**src/rtl/modbus_rtu_request_parser_assert.svh**
```systemverilog
// ---------------------------------------------------------------------------
// Assertion macros for the Modbus RTU request parser
// Two shorthands for clocked implication checks with a disable condition.
// ---------------------------------------------------------------------------
`ifndef MODBUS_RTU_REQUEST_PARSER_ASSERT_SVH
`define MODBUS_RTU_REQUEST_PARSER_ASSERT_SVH

// Same-cycle implication.
`define MRRP_ASSERT_IMP(lbl, clk, rst, ante, cons, msg) \
   lbl: assert property (@(posedge clk) disable iff (rst) (ante) |-> (cons)) \
      else $error(msg);

// Next-cycle implication.
`define MRRP_ASSERT_NEXT(lbl, clk, rst, ante, cons, msg) \
   lbl: assert property (@(posedge clk) disable iff (rst) (ante) |=> (cons)) \
      else $error(msg);

`endif

```
**src/rtl/mrrp_pkg.sv**
```systemverilog
// ---------------------------------------------------------------------------
// mrrp_pkg
// Types, constants and helper functions shared by the request parser files.
// ---------------------------------------------------------------------------
package mrrp_pkg;

   localparam int MAX_BUFFER_WORDS = 256;
   localparam int BUF_W            = 9;    // holds 0..MAX_BUFFER_WORDS

   localparam int Q_DEPTH = 4;
   localparam int Q_PTR_W = $clog2(Q_DEPTH);
   localparam int Q_CNT_W = $clog2(Q_DEPTH + 1);

   localparam logic [15:0] CRC_INIT = 16'hFFFF;
   localparam logic [15:0] CRC_POLY = 16'hA001;
   localparam logic [15:0] IDLE_MAX = 16'hFFFF;
   localparam logic [7:0]  FC_WRITE_MULTIPLE = 8'd16;

   localparam int RSP_DATA_W = 80;
   localparam int CSR_IDX_W  = 2;
   localparam int CSR_DATA_W = 16;

   typedef enum logic [CSR_IDX_W-1:0] {
      CSR_NODE_ID         = 2'd0,
      CSR_TIMEOUT_MS      = 2'd1,
      CSR_FUNCTION_ENABLE = 2'd2,
      CSR_BUFFER_WORDS    = 2'd3
   } csr_index_type;

   typedef enum logic {
      KIND_BYTE = 1'b0,
      KIND_TICK = 1'b1
   } req_kind_type;

   typedef enum logic {
      RESULT_WORD    = 1'b0,
      RESULT_VERDICT = 1'b1
   } result_kind_type;

   typedef enum logic [1:0] {
      VERDICT_EXECUTE          = 2'd0,
      VERDICT_ILLEGAL_FUNCTION = 2'd1,
      VERDICT_ILLEGAL_ADDRESS  = 2'd2
   } verdict_type;

   typedef enum logic [3:0] {
      PH_ID      = 4'd0,
      PH_FUNC    = 4'd1,
      PH_ADDR_HI = 4'd2,
      PH_ADDR_LO = 4'd3,
      PH_HEADER  = 4'd4,
      PH_VAL_HI  = 4'd5,
      PH_VAL_LO  = 4'd6,
      PH_CRC_LO  = 4'd7,
      PH_CRC_HI  = 4'd8
   } phase_type;

   // Work handed from front to back.
   typedef enum logic {
      OP_BYTE    = 1'b0,
      OP_ABANDON = 1'b1
   } op_type;

   typedef struct packed {
      op_type     op;
      logic [7:0] data;
   } q_entry_type;

   typedef struct packed {
      logic [Q_CNT_W-1:0] count;
      logic               full;
      logic               valid;
   } q_status_type;

   typedef struct packed {
      logic [7:0]       node_id;
      logic [15:0]      timeout_ms;
      logic [6:0]       function_enable;
      logic [BUF_W-1:0] buffer_words;
   } cfg_type;

   // Modbus CRC-16, one byte.
   function automatic logic [15:0] crc_step(input logic [15:0] crc,
                                            input logic [7:0] b);
      logic [15:0] c;
      c = crc ^ {8'h00, b};
      for (int i = 0; i < 8; i++) begin
         c = c[0] ? ((c >> 1) ^ CRC_POLY) : (c >> 1);
      end
      return c;
   endfunction

   function automatic logic fn_enabled(input logic [7:0] fc, input logic [6:0] en);
      logic r;
      unique case (fc)
         8'd1:              r = en[0];
         8'd2:              r = en[1];
         8'd3:              r = en[2];
         8'd4:              r = en[3];
         8'd5:              r = en[4];
         8'd6:              r = en[5];
         FC_WRITE_MULTIPLE: r = en[6];
         default:           r = 1'b0;
      endcase
      return r;
   endfunction

   function automatic logic [BUF_W-1:0] buffer_limit(input logic [BUF_W-1:0] bw);
      return (bw > BUF_W'(MAX_BUFFER_WORDS)) ? BUF_W'(MAX_BUFFER_WORDS) : bw;
   endfunction

endpackage

```
**src/rtl/mrrp_queue.sv**
```systemverilog
// ---------------------------------------------------------------------------
// mrrp_queue
// Short flop FIFO between the classifying front and the parsing back.
// ---------------------------------------------------------------------------
module mrrp_queue (
   input  logic                  clock,
   input  logic                  reset,
   input  logic                  push,
   input  mrrp_pkg::q_entry_type push_entry,
   input  logic                  pop,
   output mrrp_pkg::q_entry_type head_entry,
   output mrrp_pkg::q_status_type status
);

   mrrp_pkg::q_entry_type              mem_ff [mrrp_pkg::Q_DEPTH];
   logic [mrrp_pkg::Q_PTR_W-1:0]       wr_ptr_ff, wr_ptr_in;
   logic [mrrp_pkg::Q_PTR_W-1:0]       rd_ptr_ff, rd_ptr_in;
   logic [mrrp_pkg::Q_CNT_W-1:0]       count_ff, count_in;
   logic                               do_push, do_pop;

   assign do_push = push && (count_ff != mrrp_pkg::Q_CNT_W'(mrrp_pkg::Q_DEPTH));
   assign do_pop  = pop && (count_ff != '0);

   always_comb begin
      wr_ptr_in = do_push ? wr_ptr_ff + 1'b1 : wr_ptr_ff;
      rd_ptr_in = do_pop  ? rd_ptr_ff + 1'b1 : rd_ptr_ff;
      count_in  = count_ff;
      if (do_push && !do_pop) begin
         count_in = count_ff + 1'b1;
      end else if (do_pop && !do_push) begin
         count_in = count_ff - 1'b1;
      end
   end

   always_ff @(posedge clock) begin
      if (reset) begin
         wr_ptr_ff <= '0;
         rd_ptr_ff <= '0;
         count_ff  <= '0;
      end else begin
         wr_ptr_ff <= wr_ptr_in;
         rd_ptr_ff <= rd_ptr_in;
         count_ff  <= count_in;
      end
   end

   always_ff @(posedge clock) begin
      if (do_push) begin
         mem_ff[wr_ptr_ff] <= push_entry;
      end
   end

   assign head_entry   = mem_ff[rd_ptr_ff];
   assign status.count = count_ff;
   assign status.full  = (count_ff == mrrp_pkg::Q_CNT_W'(mrrp_pkg::Q_DEPTH));
   assign status.valid = (count_ff != '0);

endmodule

```
**src/rtl/mrrp_front.sv**
```systemverilog
// ---------------------------------------------------------------------------
// mrrp_front
// Accepts requests, tracks idle time and turns them into queue operations.
// ---------------------------------------------------------------------------
module mrrp_front (
   input  logic                   clock,
   input  logic                   reset,
   input  logic                   req_tvalid,
   output logic                   req_tready,
   input  logic                   req_tuser,
   input  logic [7:0]             req_tdata,
   input  logic [15:0]            timeout_ms,
   input  mrrp_pkg::q_status_type q_status,
   output logic                   push,
   output mrrp_pkg::q_entry_type  push_entry
);

   logic [15:0] idle_ff, idle_in;
   logic        accept;
   logic [15:0] idle_inc;

   assign req_tready = !q_status.full;
   assign accept     = req_tvalid && req_tready;
   assign idle_inc   = (idle_ff != mrrp_pkg::IDLE_MAX) ? idle_ff + 16'd1 : idle_ff;

   always_comb begin
      idle_in         = idle_ff;
      push            = 1'b0;
      push_entry.op   = mrrp_pkg::OP_BYTE;
      push_entry.data = req_tdata;
      if (accept) begin
         if (req_tuser == mrrp_pkg::KIND_TICK) begin
            idle_in = idle_inc;
            // only ticks that time out reach the parser
            if (idle_inc > timeout_ms) begin
               push          = 1'b1;
               push_entry.op = mrrp_pkg::OP_ABANDON;
            end
         end else begin
            idle_in = '0;
            push    = 1'b1;
         end
      end
   end

   always_ff @(posedge clock) begin
      if (reset) begin
         idle_ff <= '0;
      end else begin
         idle_ff <= idle_in;
      end
   end

endmodule

```
**src/rtl/mrrp_back.sv**
```systemverilog
// ---------------------------------------------------------------------------
// mrrp_back
// Frame parser with running CRC and registered result output.
// ---------------------------------------------------------------------------
module mrrp_back (
   input  logic                                clock,
   input  logic                                reset,
   input  mrrp_pkg::cfg_type                   cfg,
   input  logic                                q_valid,
   input  mrrp_pkg::q_entry_type               q_head,
   output logic                                pop,
   output logic                                rsp_tvalid,
   input  logic                                rsp_tready,
   output logic                                rsp_tuser,
   output logic [mrrp_pkg::RSP_DATA_W-1:0]     rsp_tdata
);

   mrrp_pkg::phase_type phase_ff, phase_in;
   logic        id_matched_ff, id_matched_in;
   logic        func_ok_ff, func_ok_in;
   logic [7:0]  func_ff, func_in;
   logic [15:0] addr_ff, addr_in;
   logic [15:0] expected_ff, expected_in;
   logic [15:0] wcount_ff, wcount_in;
   logic [15:0] hdr_ff, hdr_in;
   logic [1:0]  hdr_cnt_ff, hdr_cnt_in;
   logic [7:0]  val_hi_ff, val_hi_in;
   logic [15:0] crc_ff, crc_in;
   logic [7:0]  crc_lo_ff, crc_lo_in;

   logic        rsp_valid_ff;
   logic        rsp_kind_ff;
   logic [15:0] rsp_index_ff, rsp_value_ff, rsp_addr_ff, rsp_count_ff;
   logic [7:0]  rsp_func_ff;
   logic [1:0]  rsp_verdict_ff;

   logic        res_valid;
   logic        res_kind;
   logic [15:0] res_index, res_value;
   logic [1:0]  res_verdict;

   logic [7:0]                  b;
   logic [15:0]                 crc_next;
   logic [15:0]                 wcount_next;
   logic [mrrp_pkg::BUF_W-1:0]  limit;

   assign pop         = q_valid && (!rsp_valid_ff || rsp_tready);
   assign b           = q_head.data;
   assign crc_next    = mrrp_pkg::crc_step(crc_ff, b);
   assign wcount_next = wcount_ff + 16'd1;
   assign limit       = mrrp_pkg::buffer_limit(cfg.buffer_words);

   always_comb begin
      phase_in      = phase_ff;
      id_matched_in = id_matched_ff;
      func_ok_in    = func_ok_ff;
      func_in       = func_ff;
      addr_in       = addr_ff;
      expected_in   = expected_ff;
      wcount_in     = wcount_ff;
      hdr_in        = hdr_ff;
      hdr_cnt_in    = hdr_cnt_ff;
      val_hi_in     = val_hi_ff;
      crc_in        = crc_ff;
      crc_lo_in     = crc_lo_ff;
      res_valid     = 1'b0;
      res_kind      = mrrp_pkg::RESULT_WORD;
      res_index     = '0;
      res_value     = '0;
      res_verdict   = mrrp_pkg::VERDICT_EXECUTE;

      if (pop) begin
         if (q_head.op == mrrp_pkg::OP_ABANDON) begin
            phase_in = mrrp_pkg::PH_ID;
         end else begin
            if (id_matched_ff && phase_ff >= mrrp_pkg::PH_FUNC &&
                phase_ff <= mrrp_pkg::PH_VAL_LO) begin
               crc_in = crc_next;
            end
            unique case (phase_ff)
               mrrp_pkg::PH_FUNC: begin
                  func_in    = b;
                  func_ok_in = mrrp_pkg::fn_enabled(b, cfg.function_enable);
                  phase_in   = mrrp_pkg::PH_ADDR_HI;
               end
               mrrp_pkg::PH_ADDR_HI: begin
                  addr_in  = {b, 8'h00};
                  phase_in = mrrp_pkg::PH_ADDR_LO;
               end
               mrrp_pkg::PH_ADDR_LO: begin
                  addr_in = addr_ff + {8'h00, b};
                  if (func_ff == mrrp_pkg::FC_WRITE_MULTIPLE) begin
                     phase_in = mrrp_pkg::PH_HEADER;
                  end else begin
                     expected_in = 16'd1;
                     phase_in    = mrrp_pkg::PH_VAL_HI;
                  end
               end
               mrrp_pkg::PH_HEADER: begin
                  // quantity high, quantity low, byte count (ignored)
                  if (hdr_cnt_ff == 2'd0) begin
                     hdr_in = {b, 8'h00};
                  end else if (hdr_cnt_ff == 2'd1) begin
                     hdr_in = hdr_ff | {8'h00, b};
                  end
                  hdr_cnt_in = hdr_cnt_ff + 2'd1;
                  if (hdr_cnt_ff == 2'd2) begin
                     hdr_cnt_in  = '0;
                     wcount_in   = '0;
                     expected_in = hdr_ff;
                     phase_in    = mrrp_pkg::PH_VAL_HI;
                  end
               end
               mrrp_pkg::PH_VAL_HI: begin
                  val_hi_in = b;
                  phase_in  = mrrp_pkg::PH_VAL_LO;
               end
               mrrp_pkg::PH_VAL_LO: begin
                  if (wcount_ff < {7'd0, limit}) begin
                     res_valid = 1'b1;
                     res_index = wcount_ff;
                     res_value = {val_hi_ff, b};
                  end
                  wcount_in = wcount_next;
                  phase_in  = (wcount_next == expected_ff) ? mrrp_pkg::PH_CRC_LO
                                                           : mrrp_pkg::PH_VAL_HI;
               end
               mrrp_pkg::PH_CRC_LO: begin
                  crc_lo_in = b;
                  phase_in  = mrrp_pkg::PH_CRC_HI;
               end
               mrrp_pkg::PH_CRC_HI: begin
                  phase_in = mrrp_pkg::PH_ID;
                  if (id_matched_ff && {b, crc_lo_ff} == crc_ff) begin
                     res_valid = 1'b1;
                     res_kind  = mrrp_pkg::RESULT_VERDICT;
                     if (expected_ff > {7'd0, limit}) begin
                        res_verdict = mrrp_pkg::VERDICT_ILLEGAL_ADDRESS;
                     end else if (!func_ok_ff) begin
                        res_verdict = mrrp_pkg::VERDICT_ILLEGAL_FUNCTION;
                     end
                  end
               end
               default: begin
                  // server id, also any stray phase code
                  id_matched_in = (b == cfg.node_id);
                  func_ok_in    = 1'b0;
                  addr_in       = '0;
                  wcount_in     = '0;
                  expected_in   = '0;
                  hdr_cnt_in    = '0;
                  crc_in        = (b == cfg.node_id) ?
                                  mrrp_pkg::crc_step(mrrp_pkg::CRC_INIT, b) :
                                  mrrp_pkg::CRC_INIT;
                  phase_in      = mrrp_pkg::PH_FUNC;
               end
            endcase
         end
      end
   end

   always_ff @(posedge clock) begin
      if (reset) begin
         phase_ff      <= mrrp_pkg::PH_ID;
         id_matched_ff <= 1'b0;
         func_ok_ff    <= 1'b0;
         func_ff       <= '0;
         addr_ff       <= '0;
         expected_ff   <= '0;
         wcount_ff     <= '0;
         hdr_ff        <= '0;
         hdr_cnt_ff    <= '0;
         val_hi_ff     <= '0;
         crc_ff        <= mrrp_pkg::CRC_INIT;
         crc_lo_ff     <= '0;
         rsp_valid_ff  <= 1'b0;
      end else begin
         phase_ff      <= phase_in;
         id_matched_ff <= id_matched_in;
         func_ok_ff    <= func_ok_in;
         func_ff       <= func_in;
         addr_ff       <= addr_in;
         expected_ff   <= expected_in;
         wcount_ff     <= wcount_in;
         hdr_ff        <= hdr_in;
         hdr_cnt_ff    <= hdr_cnt_in;
         val_hi_ff     <= val_hi_in;
         crc_ff        <= crc_in;
         crc_lo_ff     <= crc_lo_in;
         if (pop) begin
            rsp_valid_ff <= res_valid;
         end else if (rsp_tready) begin
            rsp_valid_ff <= 1'b0;
         end
      end
   end

   // result payload, loaded only with a new result
   always_ff @(posedge clock) begin
      if (pop && res_valid) begin
         rsp_kind_ff    <= res_kind;
         rsp_index_ff   <= res_index;
         rsp_value_ff   <= res_value;
         rsp_func_ff    <= func_ff;
         rsp_addr_ff    <= addr_ff;
         rsp_count_ff   <= expected_ff;
         rsp_verdict_ff <= res_verdict;
      end
   end

   assign rsp_tvalid = rsp_valid_ff;
   assign rsp_tuser  = rsp_kind_ff;
   assign rsp_tdata  = {6'd0, rsp_verdict_ff, rsp_count_ff, rsp_addr_ff, rsp_func_ff,
                        rsp_value_ff, rsp_index_ff};

endmodule

```
**src/rtl/modbus_rtu_request_parser.sv**
```systemverilog
// ---------------------------------------------------------------------------
// modbus_rtu_request_parser
// Modbus RTU server request parser: value words and frame verdicts.
// ---------------------------------------------------------------------------
// Each request is either a received byte (tuser 0) or a one millisecond idle
// tick (tuser 1). One request is taken every clock cycle when the result side
// keeps up; a result passes through the queue and the result register before
// it shows on rsp. The front stage tracks idle time and drops ticks that do
// not time out; the four-entry queue lets front and back stall independently.
// The back stage parses the frame and folds each byte into the Modbus CRC-16
// combinationally, which sets the one-request-per-cycle rate. A value word is
// reported for each word whose index is below the buffer size (capped at 256),
// whatever the id or CRC; a verdict follows a frame whose id matched and
// whose CRC is good. Wrong-id and bad-CRC frames give no verdict. There is no
// clearing pass after reset. The user must write registers through csr_* only
// while the block is idle; the block itself does not enforce this.
// ---------------------------------------------------------------------------
`include "modbus_rtu_request_parser_assert.svh"

module modbus_rtu_request_parser (
   input  logic                                   clock,
   input  logic                                   reset,
   // request channel
   input  logic                                   req_tvalid,
   output logic                                   req_tready,
   input  logic                                   req_tuser,   // kind
   input  logic [7:0]                             req_tdata,   // byte_value
   // result channel
   output logic                                   rsp_tvalid,
   input  logic                                   rsp_tready,
   output logic                                   rsp_tuser,   // result_kind
   // word_index[15:0], word_value[31:16], function_code[39:32],
   // start_address[55:40], word_count[71:56], verdict[73:72], zero pad
   output logic [mrrp_pkg::RSP_DATA_W-1:0]        rsp_tdata,
   // register write port
   input  logic                                   csr_we,
   input  logic [mrrp_pkg::CSR_IDX_W-1:0]         csr_index,
   input  logic [mrrp_pkg::CSR_DATA_W-1:0]        csr_wdata
);

   mrrp_pkg::cfg_type      cfg_ff;
   mrrp_pkg::q_status_type q_stat;
   mrrp_pkg::q_entry_type  push_entry, head_entry;
   logic                   push, pop;

   // configuration registers
   always_ff @(posedge clock) begin
      if (reset) begin
         cfg_ff.node_id         <= 8'd1;
         cfg_ff.timeout_ms      <= 16'd2;
         cfg_ff.function_enable <= 7'h7F;
         cfg_ff.buffer_words    <= mrrp_pkg::BUF_W'(64);
      end else if (csr_we) begin
         unique case (mrrp_pkg::csr_index_type'(csr_index))
            mrrp_pkg::CSR_NODE_ID:         cfg_ff.node_id         <= csr_wdata[7:0];
            mrrp_pkg::CSR_TIMEOUT_MS:      cfg_ff.timeout_ms      <= csr_wdata;
            mrrp_pkg::CSR_FUNCTION_ENABLE: cfg_ff.function_enable <= csr_wdata[6:0];
            mrrp_pkg::CSR_BUFFER_WORDS:
               cfg_ff.buffer_words <= csr_wdata[mrrp_pkg::BUF_W-1:0];
            default: ;
         endcase
      end
   end

   // front: accept and classify
   mrrp_front u_front (
      .clock      (clock),
      .reset      (reset),
      .req_tvalid (req_tvalid),
      .req_tready (req_tready),
      .req_tuser  (req_tuser),
      .req_tdata  (req_tdata),
      .timeout_ms (cfg_ff.timeout_ms),
      .q_status   (q_stat),
      .push       (push),
      .push_entry (push_entry)
   );

   mrrp_queue u_queue (
      .clock      (clock),
      .reset      (reset),
      .push       (push),
      .push_entry (push_entry),
      .pop        (pop),
      .head_entry (head_entry),
      .status     (q_stat)
   );

   // back: parse, CRC, results
   mrrp_back u_back (
      .clock      (clock),
      .reset      (reset),
      .cfg        (cfg_ff),
      .q_valid    (q_stat.valid),
      .q_head     (head_entry),
      .pop        (pop),
      .rsp_tvalid (rsp_tvalid),
      .rsp_tready (rsp_tready),
      .rsp_tuser  (rsp_tuser),
      .rsp_tdata  (rsp_tdata)
   );

   // checks
   `MRRP_ASSERT_IMP(a_ready_tracks_queue, clock, reset, !req_tready, q_stat.count == mrrp_pkg::Q_CNT_W'(mrrp_pkg::Q_DEPTH), "request stalled while queue has room")
   `MRRP_ASSERT_IMP(a_word_has_no_verdict, clock, reset, rsp_tvalid && rsp_tuser == mrrp_pkg::RESULT_WORD, rsp_tdata[73:72] == mrrp_pkg::VERDICT_EXECUTE, "value word carries a verdict")
   `MRRP_ASSERT_IMP(a_verdict_clean, clock, reset, rsp_tvalid && rsp_tuser == mrrp_pkg::RESULT_VERDICT, rsp_tdata[31:0] == 32'd0 && rsp_tdata[73:72] != 2'd3, "malformed verdict")
   `MRRP_ASSERT_NEXT(a_reset_empties, clock, 1'b0, reset, !rsp_tvalid && q_stat.count == '0, "reset left work pending")

endmodule
```
**config.mk**
```make
export PLATFORM = sky130hd
export DESIGN_NAME = modbus_rtu_request_parser
export DESIGN_NICKNAME = d
export VERILOG_FILES = /design/src/rtl/mrrp_pkg.sv /design/src/rtl/mrrp_queue.sv /design/src/rtl/mrrp_front.sv /design/src/rtl/mrrp_back.sv /design/src/rtl/modbus_rtu_request_parser.sv
export VERILOG_INCLUDE_DIRS = /design/src /design/src/rtl
export SDC_FILE = /design/constraint.sdc
export NUM_CORES = 1
export LEC_CHECK = 0
export ABC_AREA = 1
export BUFFER_PORTS_ARGS = -buffer_cell sky130_fd_sc_hd__buf_4
export CELL_PAD_IN_SITES_DETAIL_PLACEMENT = 1
export CELL_PAD_IN_SITES_GLOBAL_PLACEMENT = 1
export CORE_MARGIN = 2
export CORE_UTILIZATION = 49
export DETAILED_ROUTE_END_ITERATION = 12
export PLACE_DENSITY_LB_ADDON = 0.1
export SKIP_CTS_REPAIR_TIMING = 1
export SYNTH_ARGS = -nofsm -noshare
export SYNTH_HDL_FRONTEND = slang
export SYNTH_HIERARCHICAL = 1
export SYNTH_SLANG_ARGS = --single-unit
```
**constraint.sdc**
```tcl
create_clock -name clock -period 10.66 [get_ports clock]
set_input_delay 2.132 -clock clock [delete_from_list [all_inputs] [get_ports clock]]
set_output_delay 2.132 -clock clock [all_outputs]
set_load 0.005 [all_outputs]
```
Word level (Yosys, flattened, before mapping):

Memory sizes are Yosys's and may differ from the RTL's. A register that Yosys moved wholly into a read port is not among the register bits.
Cells that the tools add are included.

* memories: 1
* input port bits: 32
* bits in writable memories: 36
* output and inout bits: 83
* register bits: 251
* logic and storage cells: 212

* $lt $le $gt $ge: 6
* reduce and logical (&&, ||, !) cells: 47
* bitwise gates (word level): 31
* $add $sub $neg: 8
* equal/unequal tests: 31
* mux-type cells: 59

Memories
* u_queue.mem_ff: depth 4, bits a word 9, read ports 1, clocked after Yosys merged registers in 1, wr ports 1, line mrrp_queue.sv:15 `mrrp_pkg::q_entry_type mem_ff [mrrp_pkg::Q_DEPTH];`

Operator list (count)
* 2-to-1 mux 16 bit: 26
* one-hot mux 16 bit (3 select lines): 3
* inverter 2 -> 3 bit: 16
* adder 16 x 1 -> 16 bit (second input constant): 2
* equality test 16 bit: 2
* one-hot mux 4 bit (8 select lines): 1
* equality test 8 x 3 -> 1 bit (second input constant): 3
* AND reduction 3 bit: 8
* OR reduction 6 bit: 3
* adder 16 x 8 -> 16 bit: 1
* equality test 4 x 3 -> 1 bit (second input constant): 4
* equality test 8 x 2 -> 1 bit (second input constant): 2
* equality test 8 x 5 -> 1 bit (second input constant): 2
* greater-than comparator 16 bit: 1
* greater-than comparator 16 x 9 -> 1 bit: 1
* < comparator 16 x 9 -> 1 bit: 1
* inequality test 16 bit (second input constant): 1
* inverter 8 -> 16 bit: 1
* OR 16 x 8 -> 16 bit: 1
* XOR 16 x 8 -> 16 bit: 1
* 2-to-1 mux 1 bit: 15
* OR reduction 7 bit: 2
* inverter 1 bit: 12
* logical AND 1 bit: 10
* other kinds (37): 63

Longest topological paths before layout:

Gate-level depths: netlist of the first run.

* depth after elaboration: 19
* gate-level depth with buffers: 30
* mapped depth without buffers: 30

Modules after synthesis:

Netlist of the first run, hierarchy kept.

By module, submodules not included
* mrrp_back: times used 1, cells an instance 1069, area each 9439.1 µm²
* mrrp_queue: times used 1, cells an instance 155, area each 1861.8 µm²
* modbus_rtu_request_parser: times used 1, cells an instance 242, area each 1644.1 µm²
* mrrp_front: times used 1, cells an instance 245, area each 1576.5 µm²

Worst setup path before layout of the first run:

Ideal clock, no wire load.

* path type: input to register
* start point: input rsp_tready
* end point: register u_back.rsp_addr_ff[0] (enable)
* buffers on the path: 0
* required time: 10.225 ns
* stages on the path: 8
* setup slack: 5.576 ns
* arrival: 4.649 ns
* path through: inv_1 > nand2_1 > nand2_1 > nor2_2 > inv_2 > nor4_1 > nand3_1 > nand2_1

* word-level cells in the longest chain between the ends: 4

Ends and longest elaborated chain
* from (decl): line modbus_rtu_request_parser.sv:30 `input logic rsp_tready,`
* logical OR 1 bit (*): line mrrp_back.sv:47 `assign pop = q_valid && (!rsp_valid_ff || rsp_tready);`
* logical AND 1 bit (*): line mrrp_back.sv:47
* 2-to-1 mux 1 bit: line mrrp_back.sv:72 `if (pop) begin`
* logical AND 1 bit (*): line mrrp_back.sv:200 `if (pop && res_valid) begin`
* to (signal assigned): line mrrp_back.sv:205 `rsp_addr_ff <= addr_ff;`
* to (decl): line mrrp_back.sv:33 `logic [15:0] rsp_index_ff, rsp_value_ff, rsp_addr_ff, rsp_count_ff;`

Mark *: on every way between the ends. The rest lies on a longest branch, timed or not.
A chain may end at the register's enable or synchronous reset.

Final worst setup path of the first run:

* start point: input rsp_tready
* end point: register u_back.rsp_addr_ff[7] (enable)

Same word-level chain as after synthesis.

==> results of run 1 <==
[metal layers]
layer  track usage  wire length, um  vias to the layer above  share of wire
met1         0.328            17400                     5810           0.44
met2         0.467            19900                      232           0.51
met3        0.0265             1390                       51          0.035
met5             0                0                        -              0
li1              -                -                     5850              -
met4        0.0558              691                        0          0.018
[power by group]
| group | total [mW] | internal [mW] | switching [mW] |
|---|---|---|---|
| combinational | 1.17 | 0.390 | 0.778 |
| clock | 1.08 | 0.650 | 0.431 |
| sequential | 1.36 | 1.26 | 0.105 |
| total | 3.61 | 2.30 | 1.31 |
[logic make-up after synthesis]
kind of cell             synth area share
AND/OR/NAND/NOR                     0.222
AO/OA/AOI/OAI                       0.128
flip-flops                          0.475
buffers and inverters              0.0800
XOR/XNOR                           0.0427
adder cells (fa/ha/maj)            0.0519
other                            0.000258
[cell type report]
cell class	instances	area (um2)	area share
Clock buffer	38	802	0.0483
Clock inverter	18	211	0.0127
Inverter	197	752	0.0453
Multi-Input combinational cell	1167	6520	0.393
Sequential cell	289	6900	0.416
Tap cell	390	488	0.0294
Timing Repair Buffer	123	923	0.0557
[sequential cells by signal, indices dropped and copies added, names as in the netlist, 3 cells and up, named ones only]
signal and flops:
u_back/expected_ff 16, u_queue/count_ff 3, u_back/hdr_ff 16, u_back/rsp_count_ff 16, u_back/crc_lo_ff 8, u_back/wcount_ff 16, u_back/crc_ff 16, u_back/rsp_value_ff 16
u_back/func_ff 8, u_back/rsp_func_ff 8, u_back/addr_ff 16, cfg_ff 40, u_back/phase_ff 4, u_queue/mem_ff 36, u_back/rsp_addr_ff 16, u_front/idle_ff 16
u_back/rsp_index_ff 16, u_back/val_hi_ff 8
[critical path: stages]
cell and delay [ns]:
buf_4 0.08, inv_1 0.04, nand2_1 0.13, nand2_1 0.10, nor2_2 0.21, nand2_1 0.18, inv_2 0.28, o2111ai_4 0.15
buf_4 0.27, nand2_4 0.72
[cell usage after synthesis, types with 5 or more instances]
cell type / count / share of area
nand2_2: 18 / 0.0078
ha_1: 57 / 0.049
buf_6: 7 / 0.0054
edfxtp_1: 111 / 0.23
buf_1: 5 / 0.0013
buf_4: 18 / 0.0093
nor4_1: 9 / 0.0039
nor3_1: 10 / 0.0034
o31ai_1: 7 / 0.0036
a211oi_2: 12 / 0.010
nor2_4: 9 / 0.0070
clkbuf_1: 18 / 0.0047
nand2_1: 340 / 0.088
nor2_2: 15 / 0.0065
o21ai_1: 5 / 0.0017
buf_2: 22 / 0.0076
xor2_1: 40 / 0.024
nand3_1: 89 / 0.031
dfxtp_1: 178 / 0.25
inv_2: 14 / 0.0036
nand3_2: 6 / 0.0041
o22ai_1: 12 / 0.0052
xnor2_1: 14 / 0.0084
inv_1: 178 / 0.046
nor2_1: 182 / 0.047
o211ai_1: 11 / 0.0057
o21ai_0: 78 / 0.027
a21oi_1: 161 / 0.055
nand4_1: 15 / 0.0065
or2_2: 7 / 0.0030
[cell usage in the layout (no fill, tap or decap), types with 3 or more instances in the layout]
cell	n
inv_2	14
o31ai_1	7
o21ai_0	78
edfxtp_1	111
clkinv_1	5
nand2_4	4
nand4_1	15
bufinv_16	5
nand2_2	18
ha_1	57
a21o_1	4
clkbuf_16	31
nor4_1	9
o21ai_1	5
buf_4	123
nor3_4	3
or2_2	7
xnor3_1	4
nand2_1	339
conb_1	13
o2111ai_1	4
xnor2_1	14
nand3_1	89
nor2_2	15
nor3_1	10
o21bai_1	4
nor2_1	182
a21oi_1	161
nand3b_1	4
o22ai_1	12
nor2_4	9
inv_1	178
o221ai_1	4
a211oi_2	12
o211ai_1	11
clkinv_2	9
xor2_1	40
nand3_2	6
dfxtp_1	178
clkbuf_1	7
[worst paths after layout]
path | end | startpoint | depth (start not counted)
worst min-delay path | u_back/rsp_count_ff[13] | u_back/expected_ff[13] | 0
worst max-delay path | u_back/rsp_addr_ff[7] | rsp_tready | 10
worst max register to register | u_back/rsp_addr_ff[7] | register | 9
worst min register to register | u_back/rsp_count_ff[13] | u_back/expected_ff[13] | 0
==> impl_summary.md, run 1 <==
Logic synthesis
The warning count from the yosys run is 6. The sequential-to-total area share from yosys stat is 0.475. The number of enable flip-flop cells after synthesis is ~110. Synthesis produced between 1500 and 2000 cells. The synthesized design contains around 290 register bits.

After synthesis the cells add up to between 10000 and 15000 um2. Counting distinct cell types in the post-synthesis netlist gives 64. For this run, the leading register cell type out of synthesis is dfxtp_1. The share of flip-flops with an asynchronous set or reset after synthesis is 0. The mean instance size in the synthesized netlist is approximately 8.5 um2.

Clock tree
TritonCTS built the clock tree. The buffer depth of the longest clock path is 3. The root buffer selected by CTS is clkbuf_16. The clock network latency to the later pin of the worst-skew pair is 0.55 ns. The clock-pin slew on the worst setup and hold paths is roughly 0.060 ns. For this design, the sink count on the clock tree is roughly 290. CTS built an H-tree with a depth of 1.

Clock tree synthesis inserted a total of 30 buffers.

Global route
Entering global routing, the biggest net connects 76 pins. The remaining global-route overflow is 0. The initial antenna violation count is 1.

Across every metal layer, demand over resource in global routing totals 0.256. The global-route wire length before repair is about 64000 um. The number of global-route vias before repair was roughly 12000.

Routing
After detailed routing, the average wire length per cell comes to approximately 18 um. The total wire length is between 30000 and 40000 um. In this run the remaining antenna-violating nets after routing total 0. Across all layers, the routed design uses ~12000 vias.

The first detailed-routing pass took 5 iterations. The remaining design rule violation count is 0. The number of vias per cell after detailed routing is 5.37. The first routing iteration left 641 violations.

Floorplanning
Measured along the x axis, the die boundary spans roughly 180 um. In this run the vertical extent of the chip is 176 um. The overall die area is ~31000 um2. The count of pins on the block boundary is between 100 and 150. The placeable core region is between 20000 and 30000 um2.

Row generation in the floorplan step produced 63 rows. The initial utilization of the core area, before any placement, comes to 0.494.

STA
The worst path setup slack after routing is between 6 and 7 ns. Dividing the final minimum period by the clock period gives 0.397. Setup repair after global routing left no endpoint under its margin.

The final clock skew is approximately 0.012 ns. The count of endpoints failing hold in the final timing report is 0. The tightest hold path in the finished design has a slack of 0.437 ns. The max-slew violation total from the final report is 0. Measured against its own limit, the worst slew margin works out to 0.276. For the pin with the worst max-slew slack, the measured transition is 1.08 ns. The achievable clock frequency is 0.236 GHz. The routed design could run at a clock period as short as around 4.2 ns. After routing, the total negative slack on setup checks comes to 0 ns. Setup violations remaining at the end of the flow were counted as 0.

Power and ir drop
The leakage power summed over all cells is ~7.0 nW. In this run the power density over the cells is between 200 and 250 nW/um2. The total power consumption of the routed design is 3.61 mW.

The peak supply drop is approximately 0.16 mV.

Min path
The path type of the worst min-delay path is register to register.

Final layout
The net count of the finished layout is ~1900. The core utilization of the finished layout is 0.564. The filler cell count in the final layout is about 3600. The design area is between 15000 and 20000 um2. For this run, the number of standard cells in the final layout without fillers is between 2000 and 2500.

The area added between synthesis and finish is 14.2%. The repair_antennas step left the layout with diodes totalling 0. Of the cells placed in the final design, the portion with a size suffix greater than 1 is 0.147.

Placement
After detailed placement, the total cell area comes to around 16000 um2. The number of cells in the design after placement is around 2200. Input and output buffers added on the ports amount to around 110. The routability congestion estimate is roughly 0.83.

Before CTS, the worst setup slack after placement is roughly 5.9 ns. The total half-perimeter wirelength after legalization and detailed placement is about 28000 um.

Worst setup path
STA classifies the critical path startpoint as an input pin. The category of the most critical setup path is input pin to register. In this run the worst path has a maximum fanout of between 70 and 80. STA puts the critical path data required time at approximately 11 ns. Setup slack on the worst reg-to-reg path comes out at 6.45 ns. The data arrival time of the critical path is around 4.4 ns.

The worst setup path is captured at a register.

Job
Max-cap violations in this run came to 0.

Status
The flow ran to the end, and the final reports show no timing, DRC or antenna violations.
Note: power is estimated with default switching activity, not from simulation.
==> run 2: changes to the inputs <==
Settings changed: CORE_UTILIZATION 49 to 46.
Clock period 10.66 ns to 4.15 ns, I/O delays scaled along.
==> impl_summary.md, run 2 (synthesis results as in run 1) <==
Power and ir drop
Summed over all cells, the static leakage comes to between 7 and 8 nW. The part of the power in registers is 0.358. The share of total power dissipated in combinational logic is 0.311. The ratio of total power to cell area is about 580 nW/um2. In this run the power spent charging and discharging nets is about 3.5 mW. The clock group share of total power is 0.331. The peak supply drop is between 0.3 and 0.4 mV. The switching share of total power is 0.356.

The internal portion of total power is around 6.3 mW.

Status
The run finished with clean final reports.

Floorplanning
The starting utilization of the core area is 0.464. around 120 I/O pins were placed. The die is between 150 and 200 um wide. The overall die area is approximately 33000 um2. In this run the standard cell core region covers 31300 um2. The die is ~180 um tall. The row count is 65.

Final layout
The largest registers in the layout are cfg_ff: 40 flops, u_queue/mem_ff: 36 flops. The top register by number of flip-flops is cfg_ff. The register with the most flip-flops in the layout has 40 of them. The leading cell type in the layout, fill and taps excluded is nand2_1. The count of inserted antenna diode cells is 0. For this run, the post-layout net count is ~1900. In the final layout, the share of cells above drive strength 1 is 0.161.

In the layout the commonest cells are 339 x nand2_1, 182 x nor2_1, 178 x inv_1. The area added between synthesis and finish is 16.7%.

STA
For the finished layout, the period the worst path requires is 3.76 ns. The final clock skew is around 0.027 ns. Setup violations remaining at the end of the flow were counted as 0.

In the finished design, the share of the clock period the worst path needs comes to 0.907. The slew of the pin with the lowest slew margin is just under 1 ns. Setup repair after global routing left no endpoint under its margin.

Measured against its own limit, the worst slew margin works out to 0.353. Hold timing on the final database bottoms out at a slack of around 0.44 ns. For the final routed database, the setup TNS stands at 0 ns.

The max-slew violation total from the final report came to 0. The achievable clock frequency is between 0.2 and 0.3 GHz. The count of endpoints failing hold in the final timing report was 0.

Worst setup path
The capture point of the worst path is u_queue/count_ff[2]. In this run the critical register-to-register path is launched from u_front/idle_ff[0]. The endpoint of the worst-slack reg-to-reg timing path is u_queue/count_ff[2]. The highest cell delay on the worst timing path is about 0.40 ns. In this run the worst setup path begins at u_front/idle_ff[0]. The highest net fanout along the worst path is 5. The worst setup path is launched from a register.

The most prevalent standard cell on the critical path is nand2_1. The sort of element at the end of the critical path is a register. The number of cell instances on the worst register-to-register path is 27. The data arrival time of the critical path is 4.17 ns. The setup check on the worst reg-to-reg path leaves a slack of a little under 0.4 ns. For this design, the slowest cell found on the critical path is fa_1. The worst endpoint required time is approximately 4.6 ns. The worst setup path is of the register to register kind.

Min path
The path type of the worst min-delay path is register to register. Along the worst hold path, the cell count comes to 0.

Routing
The detail route stage leaves a number of antenna-violating nets equal to 0. The first routing iteration left ~600 violations. The remaining design rule violation count is 0. After detailed routing, the average wire length per cell comes to between 15 and 20 um. The first detailed-routing pass ran for 5 iterations. The final layout contains routed wiring with a total length of about 41000 um. The number of vias per cell after detailed routing is roughly 5.4. The total number of vias is around 12000.

Global route
The initial antenna violation count came to 0. The number of global-route vias before repair was ~13000. After global routing the overflow that remains totals 0. For this run, the total global-route usage over all layers was measured as 0.251. Entering global routing, the biggest net connects between 40 and 50 pins. The first global-routing pass estimated between 60000 and 70000 um of wire.

Placement
At the end of routability-driven placement, the weighted congestion stood at roughly 0.83. The wire-length estimate of the detail-placed layout is between 20000 and 30000 um. In this run the tool buffered the top-level ports with between 100 and 150 buffer cells.

Clock tree
The clock-pin slew on the worst setup and hold paths is ~0.06 ns. The clock reaches the later pin of the worst-skew pair after between 0.5 and 0.6 ns. Counting the buffers created by CTS gives 34. The H-tree depth is 2. The clock tree from TritonCTS is built. The buffer depth of the longest clock path is 3. The number of sinks handled by clock tree synthesis is around 290.

The root buffer selected by CTS is clkbuf_16.

Job
The number of max-capacitance violations reported is 0.
-- run 2: cell types whose count changed in the layout (fill, tap and decap cells not counted), moves of 2 or more --
| cell | before | now |
|---|---|---|
| buf_4 | 123 | 139 |
| clkbuf_8 | 0 | 3 |
| clkbuf_16 | 31 | 35 |
| dfxtp_1 | 178 | 176 |
| bufinv_16 | 5 | 7 |
| clkbuf_1 | 7 | 4 |
| clkinv_2 | 9 | 4 |
| dfxtp_2 | 0 | 2 |
-- run 2: metrics by stage --
stage	instance area (um2)	utilization	cells	power (mW)	worst slack, ns
after detailed placement	15700	0.502	2193	6.55	0.124
after floorplan	14600	-	1723	5.68	0.257
final	17000	0.541	2254	9.75	0.388
after global placement	15700	0.502	2193	6.45	0.348
after global routing	17000	0.541	2254	10.3	0.0393
after CTS	16900	0.540	2252	9.82	0.0432
-- run 2: cell type report --
| type | instances | area, um2 |
|---|---|---|
| inverter | 197 | 752 |
| fill | 3736 | 14400 |
| multi-input combinational | 1167 | 6540 |
| timing repair buffer | 140 | 1060 |
| tap | 402 | 503 |
| sequential | 289 | 6900 |
| clock inverter | 17 | 263 |
| clock buffer | 42 | 932 |
-- run 2: critical path: cells and delay by family (launching register included) --
family / cells / cell delay, ns
compound gates: 2 / 0.42
fa+ha+maj: 4 / 1.05
flops: 1 / 0.36
simple gates: 19 / 1.69
buf+inv: 2 / 0.15
-- run 2: worst min path at each step --
stage	start	to
after CTS	u_back/expected_ff[13]	u_back/rsp_count_ff[13]
after global routing	u_back/func_ff[5]	u_back/rsp_func_ff[5]
after global placement	u_back/expected_ff[13]	u_back/rsp_count_ff[13]
after detailed placement	u_back/expected_ff[13]	u_back/rsp_count_ff[13]
after floorplan	u_back/expected_ff[12]	u_back/rsp_count_ff[12]
final	u_back/expected_ff[13]	u_back/rsp_count_ff[13]
-- run 2: power groups by stage --
stage	Clock [mW]	Combinational, mW	Sequential (mW)
after floorplan	0	2.23	3.45
after global placement	0	2.91	3.54
after detailed placement	0	2.99	3.55
after CTS	3.29	3.04	3.50
after global routing	3.39	3.41	3.53
final	3.22	3.03	3.49
-- run 2: metal layers --
layer | vias up | track usage | part of all wire
met4 | 0 | 0.0709 | 0.026
met2 | 230 | 0.456 | 0.50
li1 | 5899 | - | -
met5 | - | 0 | 0
met1 | 5871 | 0.312 | 0.44
met3 | 73 | 0.0347 | 0.038
